## src/hw/rtl/pbtd_pkg.sv

```systemverilog
`timescale 1ns / 1ps
// ----------------------------------------------------------------------------
// pbtd_pkg
// Shared widths, register decode and control types of the packet buffer.
// ----------------------------------------------------------------------------
package pbtd_pkg;

	localparam int unsigned ARR_W   = 32;
	localparam int unsigned DUR_W   = 16;
	localparam int unsigned TIME_W  = 40;
	localparam int unsigned LIMIT_W = 7;
	localparam int unsigned APB_AW  = 3;
	localparam int unsigned APB_DW  = 32;

	// register index as decoded from paddr[2]
	localparam logic REG_BUFFER_LIMIT = 1'b0;

	localparam logic [LIMIT_W-1:0] BUFFER_LIMIT_RST = 7'd64;

	typedef logic [TIME_W-1:0] time_t;

	typedef struct packed {
		logic pop;
		logic push;
	} chain_ctrl_t;

	typedef enum logic [1:0] {
		ST_IDLE = 2'b01,
		ST_WORK = 2'b10
	} state_t;

endpackage

```

## src/hw/rtl/pbtd_in_if.sv

```systemverilog
`timescale 1ns / 1ps
// ----------------------------------------------------------------------------
// pbtd_in_if
// Packet channel: arrival tick and processing duration.
// ----------------------------------------------------------------------------
interface pbtd_in_if;
	logic                       valid;
	logic                       ready;
	logic [pbtd_pkg::ARR_W-1:0] arrival_time;
	logic [pbtd_pkg::DUR_W-1:0] duration;

	modport source (output valid, output arrival_time, output duration, input ready);
	modport sink   (input valid, input arrival_time, input duration, output ready);
endinterface

```

## src/hw/rtl/pbtd_out_if.sv

```systemverilog
`timescale 1ns / 1ps
// ----------------------------------------------------------------------------
// pbtd_out_if
// Result channel: drop flag and start tick.
// ----------------------------------------------------------------------------
interface pbtd_out_if;
	logic                        valid;
	logic                        ready;
	logic                        dropped;
	logic [pbtd_pkg::TIME_W-1:0] start_tick;

	modport source (output valid, output dropped, output start_tick, input ready);
	modport sink   (input valid, input dropped, input start_tick, output ready);
endinterface

```

## src/hw/rtl/pbtd_cfg.sv

```systemverilog
`timescale 1ns / 1ps
// ----------------------------------------------------------------------------
// pbtd_cfg
// APB register slave holding the buffer limit.
// ----------------------------------------------------------------------------
module pbtd_cfg (
	input  logic                         clk,
	input  logic                         arst_n,
	input  logic                         psel,
	input  logic                         penable,
	input  logic                         pwrite,
	input  logic [pbtd_pkg::APB_AW-1:0]  paddr,
	input  logic [pbtd_pkg::APB_DW-1:0]  pwdata,
	output logic [pbtd_pkg::APB_DW-1:0]  prdata,
	output logic                         pready,
	output logic [pbtd_pkg::LIMIT_W-1:0] buffer_limit
);

	logic [pbtd_pkg::LIMIT_W-1:0] limit_q;
	logic                         sel_limit;

	assign sel_limit = (paddr[2] == pbtd_pkg::REG_BUFFER_LIMIT);
	assign pready    = 1'b1;

	always_ff @(posedge clk or negedge arst_n) begin
		if (!arst_n) begin
			limit_q <= pbtd_pkg::BUFFER_LIMIT_RST;
		end else if (psel && penable && pwrite && pready && sel_limit) begin
			limit_q <= pwdata[pbtd_pkg::LIMIT_W-1:0];
		end
	end

	always_comb begin
		prdata = '0;
		if (sel_limit) begin
			prdata[pbtd_pkg::LIMIT_W-1:0] = limit_q;
		end
	end

	assign buffer_limit = limit_q;

endmodule

```

## src/hw/rtl/pbtd_cell.sv

```systemverilog
`timescale 1ns / 1ps
// ----------------------------------------------------------------------------
// pbtd_cell
// One buffer slot: takes its neighbor's finish tick on a retire, or the new
// finish tick when it is the tail slot on a push.
// ----------------------------------------------------------------------------
module pbtd_cell #(
	parameter int unsigned CW    = 7,
	parameter int unsigned INDEX = 0
) (
	input  logic                  clk,
	input  pbtd_pkg::chain_ctrl_t ctrl,
	input  logic [CW-1:0]         occ,
	input  pbtd_pkg::time_t       next_val,
	input  pbtd_pkg::time_t       push_val,
	output pbtd_pkg::time_t       val
);

	pbtd_pkg::time_t val_q;
	logic            push_here;

	assign push_here = ctrl.push && (occ == CW'(INDEX));

	always_ff @(posedge clk) begin
		if (ctrl.pop) begin
			val_q <= next_val;
		end else if (push_here) begin
			val_q <= push_val;
		end
	end

	assign val = val_q;

endmodule

```

## src/hw/rtl/pbtd_chain.sv

```systemverilog
`timescale 1ns / 1ps
// ----------------------------------------------------------------------------
// pbtd_chain
// Row of slots with the head at slot 0; a retire shifts every slot one place
// toward the head.
// ----------------------------------------------------------------------------
module pbtd_chain #(
	parameter int unsigned DEPTH = 64,
	parameter int unsigned CW    = 7
) (
	input  logic                  clk,
	input  pbtd_pkg::chain_ctrl_t ctrl,
	input  logic [CW-1:0]         occ,
	input  pbtd_pkg::time_t       push_val,
	output pbtd_pkg::time_t       head
);

	pbtd_pkg::time_t slot_val [DEPTH];

	for (genvar i = 0; i < DEPTH; i++) begin : g_slot
		pbtd_pkg::time_t nbr;
		if (i == DEPTH - 1) begin : g_last
			assign nbr = slot_val[i];
		end else begin : g_mid
			assign nbr = slot_val[i+1];
		end
		pbtd_cell #(
			.CW    (CW),
			.INDEX (i)
		) u_slot (
			.clk      (clk),
			.ctrl     (ctrl),
			.occ      (occ),
			.next_val (nbr),
			.push_val (push_val),
			.val      (slot_val[i])
		);
	end

	assign head = slot_val[0];

endmodule

```

## src/hw/rtl/packet_buffer_tail_drop_timer.sv

```systemverilog
`timescale 1ns / 1ps
// ----------------------------------------------------------------------------
// packet_buffer_tail_drop_timer
// Tail-drop packet buffer timing: retires finished packets, then drops or
// schedules the arriving packet and reports its start tick.
//
//   channel   dir  handshake       payload
//   in_ch     in   valid/ready     arrival_time[31:0], duration[15:0]
//   out_ch    out  valid/ready     dropped, start_tick[39:0]
//   apb       in   psel/penable    buffer_limit at byte address 0
//
// A packet first retires, one at a time, the buffer entries whose finish
// tick is not after its arrival tick, then takes a decision; the next
// packet is taken in that decision cycle. The retire loop reads the head
// slot of the chain. The decision waits while the result register
// is full and not taken. Reset clears the control state and sets the limit
// to 64; the slot contents are only read once written.
// ----------------------------------------------------------------------------
module packet_buffer_tail_drop_timer #(
	parameter int unsigned BUFFER_DEPTH = 64
) (
	input  logic                        clk,
	input  logic                        arst_n,
	pbtd_in_if.sink                     in_ch,
	pbtd_out_if.source                  out_ch,
	input  logic                        psel,
	input  logic                        penable,
	input  logic                        pwrite,
	input  logic [pbtd_pkg::APB_AW-1:0] paddr,
	input  logic [pbtd_pkg::APB_DW-1:0] pwdata,
	output logic [pbtd_pkg::APB_DW-1:0] prdata,
	output logic                        pready
);

	localparam int unsigned CW = $clog2(BUFFER_DEPTH + 1);
	localparam int unsigned LW = (CW > pbtd_pkg::LIMIT_W) ? CW : pbtd_pkg::LIMIT_W;

	pbtd_pkg::state_t             state_q;
	logic [pbtd_pkg::ARR_W-1:0]   arrival_q;
	logic [pbtd_pkg::DUR_W-1:0]   duration_q;
	logic [CW-1:0]                occ_q;
	pbtd_pkg::time_t              last_finish_q;
	logic                         out_valid_q;
	logic                         out_dropped_q;
	pbtd_pkg::time_t              out_start_q;

	logic [pbtd_pkg::LIMIT_W-1:0] buffer_limit;
	logic [LW-1:0]                limit_ext;
	logic [LW-1:0]                limit_eff;
	pbtd_pkg::chain_ctrl_t        ctrl;
	pbtd_pkg::time_t              head;
	pbtd_pkg::time_t              arrival_ext;
	pbtd_pkg::time_t              start;
	logic [pbtd_pkg::TIME_W:0]    finish_sum;
	pbtd_pkg::time_t              finish;
	logic                         working;
	logic                         head_done;
	logic                         out_free;
	logic                         decide;
	logic                         drop;
	logic                         accept;

	pbtd_cfg u_cfg (
		.clk          (clk),
		.arst_n       (arst_n),
		.psel         (psel),
		.penable      (penable),
		.pwrite       (pwrite),
		.paddr        (paddr),
		.pwdata       (pwdata),
		.prdata       (prdata),
		.pready       (pready),
		.buffer_limit (buffer_limit)
	);

	// a limit above the depth acts as the depth
	assign limit_ext = LW'(buffer_limit);
	assign limit_eff = (limit_ext > LW'(BUFFER_DEPTH)) ? LW'(BUFFER_DEPTH) : limit_ext;

	assign arrival_ext = pbtd_pkg::TIME_W'(arrival_q);
	assign working     = (state_q == pbtd_pkg::ST_WORK);
	assign head_done   = (occ_q != '0) && (head <= arrival_ext);
	assign out_free    = !out_valid_q || out_ch.ready;
	assign decide      = working && !head_done && out_free;
	assign drop        = (LW'(occ_q) >= limit_eff);

	assign ctrl.pop  = working && head_done;
	assign ctrl.push = decide && !drop;

	assign start      = (arrival_ext > last_finish_q) ? arrival_ext : last_finish_q;
	assign finish_sum = {1'b0, start} + (pbtd_pkg::TIME_W + 1)'(duration_q);
	// saturate the finish tick at the top of the time range
	assign finish     = finish_sum[pbtd_pkg::TIME_W] ? '1
	                                                 : finish_sum[pbtd_pkg::TIME_W-1:0];

	pbtd_chain #(
		.DEPTH (BUFFER_DEPTH),
		.CW    (CW)
	) u_chain (
		.clk      (clk),
		.ctrl     (ctrl),
		.occ      (occ_q),
		.push_val (finish),
		.head     (head)
	);

	assign in_ch.ready = (state_q == pbtd_pkg::ST_IDLE) || decide;
	assign accept      = in_ch.valid && in_ch.ready;

	always_ff @(posedge clk or negedge arst_n) begin
		if (!arst_n) begin
			state_q       <= pbtd_pkg::ST_IDLE;
			occ_q         <= '0;
			last_finish_q <= '0;
			out_valid_q   <= 1'b0;
		end else begin
			if (accept) begin
				state_q <= pbtd_pkg::ST_WORK;
			end else if (decide) begin
				state_q <= pbtd_pkg::ST_IDLE;
			end
			if (ctrl.pop) begin
				occ_q <= occ_q - CW'(1);
			end else if (ctrl.push) begin
				occ_q <= occ_q + CW'(1);
			end
			if (ctrl.push) begin
				last_finish_q <= finish;
			end
			if (decide) begin
				out_valid_q <= 1'b1;
			end else if (out_ch.ready) begin
				out_valid_q <= 1'b0;
			end
		end
	end

	// hold the transaction payload while it is worked on or waits at the output
	always_ff @(posedge clk) begin
		if (accept) begin
			arrival_q  <= in_ch.arrival_time;
			duration_q <= in_ch.duration;
		end
		if (decide) begin
			out_dropped_q <= drop;
			out_start_q   <= drop ? '0 : start;
		end
	end

	assign out_ch.valid      = out_valid_q;
	assign out_ch.dropped    = out_dropped_q;
	assign out_ch.start_tick = out_start_q;

endmodule
```

## src/flat_wrapper.sv

```systemverilog
// flat-port wrapper written by rule: the top's interface ports become plain ports
module packet_buffer_tail_drop_timer_flat 
#(
	parameter int unsigned BUFFER_DEPTH = 64
)
  (clk, arst_n, psel, penable, pwrite, paddr, pwdata, prdata, pready, in_ch_valid, in_ch_arrival_time, in_ch_duration, in_ch_ready, out_ch_valid, out_ch_dropped, out_ch_start_tick, out_ch_ready);
  pbtd_in_if in_ch_i ();
  pbtd_out_if out_ch_i ();
  input  logic clk;
  input  logic arst_n;
  input  logic psel;
  input  logic penable;
  input  logic pwrite;
  input  logic [pbtd_pkg::APB_AW-1:0] paddr;
  input  logic [pbtd_pkg::APB_DW-1:0] pwdata;
  output logic [pbtd_pkg::APB_DW-1:0] prdata;
  output logic pready;
  input wire logic [$bits(in_ch_i.valid)-1:0] in_ch_valid;
  input wire logic [$bits(in_ch_i.arrival_time)-1:0] in_ch_arrival_time;
  input wire logic [$bits(in_ch_i.duration)-1:0] in_ch_duration;
  output wire logic [$bits(in_ch_i.ready)-1:0] in_ch_ready;
  output wire logic [$bits(out_ch_i.valid)-1:0] out_ch_valid;
  output wire logic [$bits(out_ch_i.dropped)-1:0] out_ch_dropped;
  output wire logic [$bits(out_ch_i.start_tick)-1:0] out_ch_start_tick;
  input wire logic [$bits(out_ch_i.ready)-1:0] out_ch_ready;
  assign in_ch_i.valid = in_ch_valid;
  assign in_ch_i.arrival_time = in_ch_arrival_time;
  assign in_ch_i.duration = in_ch_duration;
  assign in_ch_ready = in_ch_i.ready;
  assign out_ch_valid = out_ch_i.valid;
  assign out_ch_dropped = out_ch_i.dropped;
  assign out_ch_start_tick = out_ch_i.start_tick;
  assign out_ch_i.ready = out_ch_ready;
  packet_buffer_tail_drop_timer #(.BUFFER_DEPTH(BUFFER_DEPTH)) u_core (.clk(clk), .arst_n(arst_n), .in_ch(in_ch_i), .out_ch(out_ch_i), .psel(psel), .penable(penable), .pwrite(pwrite), .paddr(paddr), .pwdata(pwdata), .prdata(prdata), .pready(pready));
endmodule
```

## config.mk

```make
export PLATFORM = sky130hd
export DESIGN_NAME = packet_buffer_tail_drop_timer_flat
export DESIGN_NICKNAME = d
export VERILOG_FILES = /design/src/hw/rtl/pbtd_pkg.sv /design/src/hw/rtl/pbtd_in_if.sv /design/src/hw/rtl/pbtd_out_if.sv /design/src/hw/rtl/pbtd_cfg.sv /design/src/hw/rtl/pbtd_cell.sv /design/src/hw/rtl/pbtd_chain.sv /design/src/hw/rtl/packet_buffer_tail_drop_timer.sv /design/src/flat_wrapper.sv
export SDC_FILE = /design/constraint.sdc
export NUM_CORES = 2
export LEC_CHECK = 0
export ABC_AREA = 0
export BUFFER_PORTS_ARGS = -buffer_cell sky130_fd_sc_hd__buf_2
export CORE_ASPECT_RATIO = 0.6
export CORE_MARGIN = 4
export CORE_UTILIZATION = 61
export CTS_BUF_LIST = sky130_fd_sc_hd__clkbuf_8
export DETAILED_ROUTE_END_ITERATION = 6
export GPL_ROUTABILITY_DRIVEN = 0
export PLACE_DENSITY = 0.78
export RECOVER_POWER = 50
export SLEW_MARGIN = 20
export SYNTH_ARGS = -nofsm -noshare
export SYNTH_HDL_FRONTEND = slang
export SYNTH_SLANG_ARGS = --single-unit
```

## constraint.sdc

```tcl
create_clock -name clk -period 7.3 [get_ports clk]
set_input_delay 0.73 -clock clk [delete_from_list [all_inputs] [get_ports clk]]
set_output_delay 0.73 -clock clk [all_outputs]
set_load 0.1 [all_outputs]
```

==> results.toml <==
[detailed_routing]
ant_nets = 0
vias = 60700
routed_wl_mm = 233
drt_iter0_markers = 7151
drc_errors = 106
drt_pass1_iterations = 7
routedWlPerCell_um = 24.2
vias_per_cell = 6.31

[synth]
ys_types = 80
synth_compound_area_frac = 0.192
synth_top_area_cell = "edfxtp_1"
synth-xor-area-share = 0.00274
synth_mux_area_frac = 0.00309
synth_top_family_by_area = "compound AO/OA/AOI/OAI gates"
synthSimpleGateAreaFrac = 0.0196
synth-main-ff-cell = "edfxtp_1"
seq_area_frac_synth = 0.744
async_flop_share = 0.0211
synthAdderAreaFrac = 0.0108
synth_edf_count = 2649
synth.avg_cell_area_um2 = 15.9
netlist.area_leader.share = 0.731
yosys-top-cells-area = "edfxtp_1, o21a_1, a21o_1"
synth-seq-cells = 2706
yosys_warnings = 0
synth.cell_area_um2 = 109000
synth_cells = 6853

[hold_path]
min_from = "pwrite"
hold_path.class = "in -> reg"
hold_end = "u_core.u_cfg.buffer_limit[1]$_DFFE_PN0P_"
hold_depth = 3

[critical_path]
startpoint_type = "flip-flop"
required_ps = 7920
r2r-start = "u_core.arrival_q[19]$_DFFE_PP_"
rr_worst_depth = 21
ff2ff_setup_slack_ps = 100
r2r-end = "u_core.u_chain.g_slot[44].u_slot.val[28]$_DFFE_PP_"
worstPathMaxFanout = 65
endpoint_kind = "flip-flop"
arrival_ps = 7820
path_class = "reg -> reg"

[placed_design]
io_buffers = 112
pre_cts_ws_ps = 694
dp_hpwl_mm = 133

[finish]
drive_gt1_frac = 0.106
nets = 7172
mostFrequentLayoutCells = "edfxtp_1, o21a_1, clkbuf_8"
synthToLayoutAreaGrowth_pct = 9.50
mostFrequentLayoutCell = "edfxtp_1"

[sta]
rsz0062_at_grt = "no"
setup_slack_ps = 101
tightest_slew_ps = 3600
tns_ps = 0
fmax_mhz = 139
relSlewSlack = -1.40
hold_violations = 0
slew_violations = 459
skew_ps = 88.3
finalSetupViolCount = 0
fin_crit_sh = 0.986
fin_crit_ps = 7200

[global_routing]
grt_pass1_wl_mm = 360
antenna_found_initial = 4
grt_pass1_vias = 60200
grt_overflow = 0
grt_max_degree = 220
track_usage = 0.248

[floorplan]
core_region_area_um2 = 176000
dieArea_um2 = 185000
io_pins = 166
die_y_um = 335
fp.dieW_um = 553
start_util = 0.617
num_rows = 119

[clocking]
cts_hold_buf = 58
cts_tree = "yes"
clock_latency_ps = 970
postCtsSetupBuffers = 0
cts.sinks = 2706
numCtsBuffers = 359
h-tree-depth = 5
clk_pin_slew_ps = 70
root_buffer = "clkbuf_8"
clockBufferDepth = 4
post_cts_resized = 0

[power_and_ir_drop]
leakage_nw = 39.2
peakVddDrop_mv = 0.973
p_per_area_nw_per_um2 = 419

[status]
violations = "DRC, capacitance limit, slew limit"
outcome = "complete, but fails checks"

[run]
maxCapViolations = 15
-- cell usage after synthesis (13+ instances only) --
master,count
nor3_1,17
buf_2,143
nand4_1,22
xnor2_1,25
clkbuf_1,423
nor2b_1,31
a31oi_1,32
edfxtp_1,2649
buf_1,13
mux2i_1,19
o31ai_1,38
o211ai_1,13
o21ai_0,76
ha_1,92
a21oi_1,120
nor2_1,149
nand2_1,130
a21o_1,262
inv_1,85
dfrtp_1,55
buf_4,26
nand3_1,44
o21a_1,2215
-- metrics by stage --
step	utilization	hold slack (ps)	total power (W)	instance area, um^2	std cells
after floorplan	-	434	0.0346	109000	6877
after global placement	0.641	497	0.0390	113000	8928
after detailed placement	0.641	502	0.0399	113000	8928
after CTS	0.680	368	0.0501	120000	9612
after global routing	0.676	440	0.0524	119000	9616
final	0.676	446	0.0499	119000	9620
-- worst max-delay path: stages (launching register included) --
cell,delay (ps)
edfxtp_1,630
ha_1,430
nand4_1,160
nor4_1,340
buf_4,210
o2111ai_2,330
a31oi_4,750
buf_4,340
nand2_1,70
o21ai_0,300
ha_1,410
nand3_1,160
nor2_1,220
o2111ai_1,210
o211ai_1,170
buf_4,290
o21ai_2,180
nor4_1,680
buf_4,260
xor2_4,170
buf_12,300
a21oi_1,130
-- cells by family after synthesis --
group           count (synthesis)
mux                            31
fa+ha+maj                      93
compound gates               2830
simple gates                  455
other cells                     2
buf+inv                       702
xor+xnor                       34
flops                        2706
-- layer usage --
layer | part of all wire | wire (um) | vias to the layer above | global-route usage
met1 | 0.44 | 103000 | 31000 | 0.378
met4 | 0.017 | 4010 | 0 | 0.0567
met3 | 0.11 | 25000 | 390 | 0.0751
met5 | 0 | 0 | - | 0
met2 | 0.43 | 101000 | 2655 | 0.357
li1 | - | - | 26600 | -
-- cell type report --
class / instances / area, um^2
diodes: 7 / 17.5
multi-input cells: 3469 / 25600
inverters: 85 / 319
repair buffers: 368 / 3010
flip-flops and latches: 2706 / 81000
clock buffers: 365 / 5020
well taps: 2359 / 2950
clock inverters: 261 / 1210
fillers: 11300 / 57200
-- sequential cells by signal, summed over array words and instances, names as in the netlist --
signal and flops:
u_core.u_chain.g_slot.u_slot.val 2560, u_core.last_finish_q 40, u_core.out_ch.start_tick 40, u_core.arrival_q 32, u_core.duration_q 16, u_core.occ_q 7
u_core.u_cfg.buffer_limit 7, u_core.state_q 2, u_core.out_ch.dropped 1, u_core.out_ch.valid 1
-- worst max path at each step --
stage / from / endpoint / slack, ps / cells past startpoint
5_1_grt: u_core.arrival_q[19]$_DFFE_PP_ / u_core.u_chain.g_slot[35].u_slot.val[14]$_DFFE_PP_ / 30 / 18
4_1_cts: u_core.last_finish_q[36]$_DFFE_PN0P_ / u_core.u_chain.g_slot[11].u_slot.val[20]$_DFFE_PP_ / 590 / 16
2_1_floorplan: u_core.occ_q[0]$_DFFE_PN0P_ / u_core.u_chain.g_slot[50].u_slot.val[0]$_DFFE_PP_ / 870 / 12
3_3_place_gp: u_core.last_finish_q[36]$_DFFE_PN0P_ / u_core.u_chain.g_slot[20].u_slot.val[14]$_DFFE_PP_ / 770 / 16
6_report: u_core.arrival_q[19]$_DFFE_PP_ / u_core.u_chain.g_slot[44].u_slot.val[28]$_DFFE_PP_ / 100 / 21
3_5_place_dp: u_core.arrival_q[19]$_DFFE_PP_ / u_core.u_chain.g_slot[15].u_slot.val[14]$_DFFE_PP_ / 690 / 18
-- power by group --
group | leakage, nW | switching, W | internal, W | total (W)
Combinational | 11.2 | 0.0104 | 0.00770 | 0.0181
Clock | 3.59 | 0.00549 | 0.00478 | 0.0103
Sequential | 24.4 | 0.000321 | 0.0212 | 0.0215
Note: power is estimated with default switching activity, not from simulation.
